**src/sv/cpt_pkg.sv**
```systemverilog
package cpt_pkg;

  // Default widths of the coordinate and angle fields.
  localparam int unsigned CPT_COORD_WIDTH = 32;
  localparam int unsigned CPT_ANGLE_BITS  = 16;

  // Bits of the scaled transverse root; the arctangent operands live in this range.
  localparam int unsigned CPT_ROOT_BITS = 63;

  // Arctangent datapath geometry.
  localparam int unsigned CPT_NORM_STAGES   = 6;
  localparam int unsigned CPT_CORDIC_STAGES = 30;
  localparam int unsigned CPT_ANG_W         = 31;
  localparam int unsigned CPT_Z_W           = 34;
  localparam int unsigned CPT_TAB_W         = 30;

  // Signs and validity of one vector, carried alongside the datapath.
  typedef struct packed {
    logic neg_x;
    logic neg_y;
    logic neg_z;
    logic phi_ok;
    logic theta_ok;
  } cpt_flags_t;

  localparam int unsigned CPT_FLAGS_W = $bits(cpt_flags_t);

  // Rotation angle atan(2^-idx) in units of one turn / 2^32.
  function automatic logic [CPT_TAB_W-1:0] cpt_atan_step(input int unsigned idx);
    logic [31:0] v;
    case (idx)
      0:       v = 32'h20000000;
      1:       v = 32'h12E4051D;
      2:       v = 32'h09FB385B;
      3:       v = 32'h051111D4;
      4:       v = 32'h028B0D43;
      5:       v = 32'h0145D7E1;
      6:       v = 32'h00A2F61E;
      7:       v = 32'h00517C55;
      8:       v = 32'h0028BE53;
      9:       v = 32'h00145F2F;
      10:      v = 32'h000A2F98;
      11:      v = 32'h000517CC;
      12:      v = 32'h00028BE6;
      13:      v = 32'h000145F3;
      14:      v = 32'h0000A2F9;
      15:      v = 32'h0000517C;
      16:      v = 32'h000028BE;
      17:      v = 32'h0000145F;
      18:      v = 32'h00000A2F;
      19:      v = 32'h00000517;
      20:      v = 32'h0000028B;
      21:      v = 32'h00000145;
      22:      v = 32'h000000A2;
      23:      v = 32'h00000051;
      24:      v = 32'h00000028;
      25:      v = 32'h00000014;
      26:      v = 32'h0000000A;
      27:      v = 32'h00000005;
      28:      v = 32'h00000002;
      29:      v = 32'h00000001;
      default: v = 32'h00000000;
    endcase
    return v[CPT_TAB_W-1:0];
  endfunction

endpackage

```
**src/sv/cpt_front.sv**
```systemverilog
// Magnitudes, squares and the transverse sum of squares, three stages.
module cpt_front #(
  parameter int unsigned COORD_WIDTH = cpt_pkg::CPT_COORD_WIDTH
) (
  input  logic                          clk_i,
  input  logic                          rst_ni,
  input  logic                          en_i,
  input  logic                          valid_i,
  input  logic signed [COORD_WIDTH-1:0] px_i,
  input  logic signed [COORD_WIDTH-1:0] py_i,
  input  logic signed [COORD_WIDTH-1:0] pz_i,
  output logic                          valid_o,
  output logic [2*COORD_WIDTH-1:0]      s_o,
  output logic [COORD_WIDTH-1:0]        mag_o [3],
  output cpt_pkg::cpt_flags_t           flags_o
);

  localparam int unsigned W  = COORD_WIDTH;
  localparam int unsigned SW = 2 * COORD_WIDTH;

  logic [W-1:0]        raw   [3];
  logic [W-1:0]        a_mag_q [3];
  logic [2:0]          a_neg_q;
  logic                a_vld_q;
  logic [SW-1:0]       b_sq_q [2];
  logic [W-1:0]        b_mag_q [3];
  cpt_pkg::cpt_flags_t b_flags_q;
  logic                b_vld_q;
  logic [SW-1:0]       c_s_q;
  logic [W-1:0]        c_mag_q [3];
  cpt_pkg::cpt_flags_t c_flags_q;
  logic                c_vld_q;

  assign raw[0] = px_i;
  assign raw[1] = py_i;
  assign raw[2] = pz_i;

  // Stage A: absolute values; the most negative code maps to its unsigned magnitude.
  always_ff @(posedge clk_i) begin
    if (en_i) begin
      for (int c = 0; c < 3; c++) begin
        a_mag_q[c] <= raw[c][W-1] ? (~raw[c] + W'(1)) : raw[c];
        a_neg_q[c] <= raw[c][W-1];
      end
    end
  end

  // Stage B: squares of the transverse components and the zero checks.
  always_ff @(posedge clk_i) begin
    if (en_i) begin
      b_sq_q[0]          <= SW'(a_mag_q[0]) * SW'(a_mag_q[0]);
      b_sq_q[1]          <= SW'(a_mag_q[1]) * SW'(a_mag_q[1]);
      b_mag_q            <= a_mag_q;
      b_flags_q.neg_x    <= a_neg_q[0];
      b_flags_q.neg_y    <= a_neg_q[1];
      b_flags_q.neg_z    <= a_neg_q[2];
      b_flags_q.phi_ok   <= (a_mag_q[0] != '0) || (a_mag_q[1] != '0);
      b_flags_q.theta_ok <= (a_mag_q[0] != '0) || (a_mag_q[1] != '0) || (a_mag_q[2] != '0);
    end
  end

  // Stage C: sum of squares; it stays below 2^(2W-1) + 1 and fits 2W bits.
  always_ff @(posedge clk_i) begin
    if (en_i) begin
      c_s_q     <= b_sq_q[0] + b_sq_q[1];
      c_mag_q   <= b_mag_q;
      c_flags_q <= b_flags_q;
    end
  end

  // Valid bits travel with the data.
  always_ff @(posedge clk_i or negedge rst_ni) begin
    if (!rst_ni) begin
      a_vld_q <= 1'b0;
      b_vld_q <= 1'b0;
      c_vld_q <= 1'b0;
    end else if (en_i) begin
      a_vld_q <= valid_i;
      b_vld_q <= a_vld_q;
      c_vld_q <= b_vld_q;
    end
  end

  assign valid_o = c_vld_q;
  assign s_o     = c_s_q;
  assign mag_o   = c_mag_q;
  assign flags_o = c_flags_q;

endmodule

```
**config.mk**
```make
export PLATFORM = sky130hd
export DESIGN_NAME = cpt_front
export DESIGN_NICKNAME = d
export VERILOG_FILES = /design/src/sv/cpt_pkg.sv /design/src/sv/cpt_front.sv
export SDC_FILE = /design/constraint.sdc
export NUM_CORES = 2
export LEC_CHECK = 0
export ABC_AREA = 1
export BUFFER_PORTS_ARGS = -buffer_cell sky130_fd_sc_hd__buf_2
export CORE_MARGIN = 2
export CORE_UTILIZATION = 50
export DETAILED_ROUTE_END_ITERATION = 8
export GPL_ROUTABILITY_DRIVEN = 1
export PLACE_DENSITY_LB_ADDON = 0.08
export SLEW_MARGIN = 25
export SYNTH_ARGS = -nofsm -noshare
export SYNTH_HDL_FRONTEND = slang
export SYNTH_SLANG_ARGS = --single-unit
```
**constraint.sdc**
```tcl
create_clock -name clk_i -period 18.5 [get_ports clk_i]
set_input_delay 3.7 -clock clk_i [delete_from_list [all_inputs] [get_ports clk_i]]
set_output_delay 3.7 -clock clk_i [all_outputs]
set_load 0.02 [all_outputs]
```
# Yosys cells after proc, flatten, opt, wreduce, memory -nomap -nowiden
# Memory sizes are Yosys's and may differ from the RTL's.
# Cells that the tools add are included.
# Widths: inputs -> output; s select.
# word_totals
register_bits,368
mem_bits_rw,128
inputBits,100
out_inout_bits,166
n_memories,1
# classes
n_addsub,4
n_mul,2
mux,5
bitwise_logic,3
reduce_logical,5
# memory_table
name,words,word_bits,rd,rd_clocked_by_memory_dff,write_ports,line_no,source
b_sq_q,2,64,2,0,2,cpt_front.sv:25,logic [SW-1:0] b_sq_q [2];
# op_table
cell,n
$mul 32x32->64,2
$add 32x1->32 const B,3
$not 32->32,3
$reduce_bool 32->1,3
$mux 31,3
$add 64x64->64,1
$logic_or 1x1->1,2
$mux 1,2

# Logic depth before layout (Yosys ltp)
# logic_depth
word_depth,3
mapped_depth,33
depth_no_buf,31

# Least setup slack after synthesis
# OpenSTA, ideal clock, no wires.
# synth_timing
kind,reg-to-reg
startpoint,register a_mag_q[68] (netlist name)
endpoint,"memory b_sq_q[0][41] (netlist name), data pin"
setup_time_ns,0.252
arrival_time_ns,6.590
path_slack_ns,11.658
stages_incl_launch_ff,29
path_cell_list,edfxtp_1 > clkbuf_1 > buf_1 > nand2_1 > fa_1 > inv_1 > fa_1 > inv_1 > fa_1 > fa_1 > inv_1 > fa_1 > inv_1 > fa_1 > inv_1 > fa_1 > inv_1 > fa_1 > inv_1 > ha_1 > nand2_1 > nor2_1 > nand2_1 > nor2_1 > nand2_1 > nand3_1 > nand3_1 > nand3_1 > nand2_1
# synth_rtl
item,line_no,source
"start, declared",cpt_front.sv:22,logic [W-1:0] a_mag_q [3];
"start signal, assigned by index",cpt_front.sv:42,a_mag_q[c] <= raw[c][W-1] ? (~raw[c] + W'(1)) : raw[c];
"end, declared",cpt_front.sv:25,

==> metrics.md <==
| Metric | Value |
|---|---|
| Achievable Freq | `around 0.13 GHz` |
| Global route overflow | `0` |
| Skew final | `0.01873 ns` |
| Reg-to-reg critical path startpoint | `a_mag_q[84]` |
| CP Launch Point | `a_mag_q[84]` |
| Count of cell types in the netlist | `40` |
| Max-cap violations | `0` |
| Status | `finished, final reports clean` |
| Hold-fix buffers at CTS | `0` |
| Syn Inst Count | `10530` |
| Synth top area share | `0.3646` |
| Clk sink count | `between 400 and 500` |
| HP Start | `b_mag_q[71]` |
| Slowest-stage cell, CP | `edfxtp_1` |
| Nets | `13030` |
| Final RePlAce weighted congestion | `roughly 0.94` |
| Largest net degree at the start of global routing | `154` |
| Leading area contributor after synthesis | `fa_1` |
| Tot GR Track Use | `0.2749` |
| Final setup violation count | `0` |
| HP Class | `flop to flop` |
| DRT antenna net count | `0` |
| TNS Setup | `0 ns` |
| Die width | `roughly 420 um` |
| CP most frequent cell | `fa_1` |
| Initial antenna violation count | `0` |
| Total die area | `around 180000 um^2` |
| Total core area | `173400 um^2` |
| Syn_area_per_cell | `~8.3 um^2` |
| Global-route wire length before repair | `about 380000 um` |
| Yosys reg bits | `492` |
| I/O pins | `around 270` |
| PortBufs | `approximately 270` |
| Crit path buf inv count | `5` |
| Via count | `~64000` |
| Initial core utilization | `0.5015` |
| Total Wirelength | `approximately 240000 um` |
| Measured slew at the worst slew-check pin | `0.9789 ns` |
| Clk Latency, worst-skew pair | `around 0.71 ns` |
| WP data arrival | `about 8.1 ns` |
| Die height | `421.1 um` |
| EDFF count, synth | `just under 500` |
| Postcts setup bufs | `0` |
| Relative slew slack | `0.3474` |
| Syn Nets | `between 10000 and 15000` |
| Critical-path maximum fanout | `19` |
| FFs w/ async S/R, synth | `0.006098` |
| Placement Cell Area | `a little over 90000 um^2` |
| DR iter-0 viols | `roughly 4400` |
| Ys flop type | `edfxtp_1` |
| Worst setup SP type | `flop` |
| YS warnings | `0` |
| DRC violations left | `0` |
| CP delay by family, top | `adder cells` |
| TritonCTS clock tree | `done` |
| Top cells by area, synth | `fa_1, edfxtp_1, inv_1, nand2_1, ha_1` |
| Antenna Cells | `0` |
| Cts bufs inserted | `between 60 and 70` |
| Vias in the first global route | `~68000` |
| Crit end category | `flop` |
| Area occupied by multi-input gates | `approximately 60000 um^2` |
| Site Rows | `153` |
| CTS clock-pin slew for the worst setup and hold paths | `approximately 0.06 ns` |
| Period utilization | `0.4119` |
| Post-Syn Area | `roughly 87000 um^2` |
| Vias/cell | `4.903` |
| HPWL after DPL | `196500 um` |
| Critical path class | `flop to flop` |
| RSZ-0062 raised after global routing | `false` |
| First-pass detailed-route iteration total | `6` |
| Layout filler cell count | `16780` |
| Share of cells above drive strength 1 | `0.05376` |
| Root Buffer | `clkbuf_16` |
| Slew Viols, Final | `0` |
| Max stage delay on crit path | `0.90 ns` |
| Clock buffer depth | `3` |
| Area grow syn2layout | `6.744%` |
| Final Hold Viols | `0` |
| H-tree Lvls | `2` |
| Final instance area | `92840 um^2` |
| WL/cell | `about 18 um` |
| Post-synthesis sequential area ratio | `0.1697` |
| Final min period | `7.621 ns` |
| Register Area | `roughly 15000 um^2` |
| Crit-path cells | `buf_4 -> nand2_1 -> inv_1 -> fa_1 -> fa_1 -> inv_1 -> fa_1 -> fa_1 -> inv_1 -> fa_1 -> fa_1 -> fa_1 -> fa_1 -> ha_1 -> nand2_1 -> nor2_1 -> nand2_1 -> inv_1 -> nand4_1 -> nand3_1 -> nand3_1 -> nand3_1 -> nand2_1` |
| Post-CTS sizing | `0` |
| CP required | `about 19 ns` |
[per-stage QoR]
| stage | hold slack [ns] | instances | setup slack (ns) | utilization |
|---|---|---|---|---|
| final | 0.4138 | 13060 | 10.88 | 0.5353 |
| after global routing | 0.4174 | 13060 | 10.55 | 0.5353 |
| after CTS | 0.4111 | 13060 | 10.81 | 0.5353 |
| after detailed placement | 0.4045 | 12940 | 10.82 | 0.5237 |
| after global placement | 0.4004 | 12940 | 10.88 | 0.5237 |
| after floorplan | 0.4003 | 10530 | 11.66 | - |
[flip-flops by register name, summed over array words and instances, names as in the netlist]
register	cells
valid_o	1
s_o	64
b_sq_q	124
a_mag_q	96
b_mag_q	96
b_vld_q	1
mag_o	96
b_flags_q	5
flags_o	5
a_vld_q	1
a_neg_q	3
[cells in the mapped netlist (all sizes together), types with 7 or more instances]
master and n:
a21oi 145, a31o 12, a31oi 7, buf 32, clkbuf 213, edfxtp 489
fa 1584, ha 664, inv 3325, nand2 2808, nand3 227, nand4 69
nor2 469, nor3 58, nor4 24, o21ai 56, o21bai 54, or2 13
xnor2 43, xor2 218
[cell usage in the layout, fill, tap and decap left out, types with 6 or more instances in the layout]
| cell | Yosys | routed |
|---|---|---|
| clkinvlp_4 | 0 | 6 |
| clkbuf_1 | 213 | 9 |
| a31oi_1 | 7 | 7 |
| a21oi_1 | 145 | 145 |
| nand3_2 | 17 | 17 |
| inv_1 | 3313 | 3313 |
| xnor2_1 | 43 | 43 |
| edfxtp_1 | 489 | 489 |
| nor3_2 | 13 | 13 |
| fa_1 | 1584 | 1584 |
| nor2_2 | 42 | 42 |
| ha_1 | 664 | 664 |
| clkbuf_16 | 0 | 62 |
| nand3_1 | 210 | 210 |
| nand4_1 | 69 | 69 |
| or2_2 | 12 | 12 |
| nand2_2 | 29 | 29 |
| nor2_1 | 420 | 420 |
| nor3_1 | 42 | 42 |
| buf_2 | 6 | 264 |
| o21ai_0 | 50 | 50 |
| nor2_4 | 7 | 7 |
| nand2_1 | 2779 | 2779 |
| buf_4 | 0 | 68 |
| a31o_2 | 12 | 12 |
| o21bai_1 | 52 | 52 |
| bufinv_16 | 0 | 6 |
| xor2_1 | 218 | 218 |
| clkinv_1 | 0 | 13 |
| nor4_1 | 24 | 24 |
| inv_2 | 12 | 12 |
[routing by layer]
| layer | track usage | vias up | part of all wire |
|---|---|---|---|
| li1 | - | 30510 | - |
| met1 | 0.4079 | 31540 | 0.47 |
| met2 | 0.4342 | 1730 | 0.45 |
| met3 | 0.03745 | 236 | 0.063 |
| met4 | 0.05233 | 0 | 0.018 |
| met5 | 0 | - | 0 |
[area by class of cell]
type,count,area share
Clock buffer,71,0.01708
Clock inverter,43,0.004650
Sequential cell,492,0.1590
Timing Repair Buffer,334,0.02011
Multi-Input combinational cell,6468,0.6334
Tap cell,2325,0.03133
Inverter,3325,0.1344
[worst register-to-register path, delay by kind of cell, from the launching register on]
kind,cells,cell delay (ns)
adder cells (fa/ha/maj),9,4.27
AND/OR/NAND/NOR,9,1.44
flip-flops,1,0.90
buffers and inverters,5,0.78
[kinds of logic (layout without fill, tap and decap cells)]
| group | after synthesis | count (layout) | synth area share |
|---|---|---|---|
| AND/OR/NAND/NOR | 3675 | 3675 | 0.1708 |
| buffers and inverters | 3570 | 3773 | 0.1542 |
| adder cells (fa/ha/maj) | 2248 | 2248 | 0.4601 |
| XOR/XNOR | 261 | 261 | 0.02628 |
| flip-flops | 492 | 492 | 0.1697 |
| AO/OA/AOI/OAI | 283 | 283 | 0.01885 |
| multiplexers | 1 | 1 | 0.0001295 |
[final timing paths]
kind | slack [ns] | end | depth (start not counted)
min in group asynchronous | 2.78 | valid_o | 1
worst max-delay path | 10.88 | b_sq_q[0][39] | 23
worst min register to register | 0.41 | mag_o[71] | 0
worst max register to register | 10.88 | b_sq_q[0][39] | 23
worst min-delay path | 0.41 | mag_o[71] | 0
max in group asynchronous | 15.61 | b_vld_q | 1
Power is not shown: default switching activity piles up to over one toggle a cycle in this logic, so the estimate is an artifact.
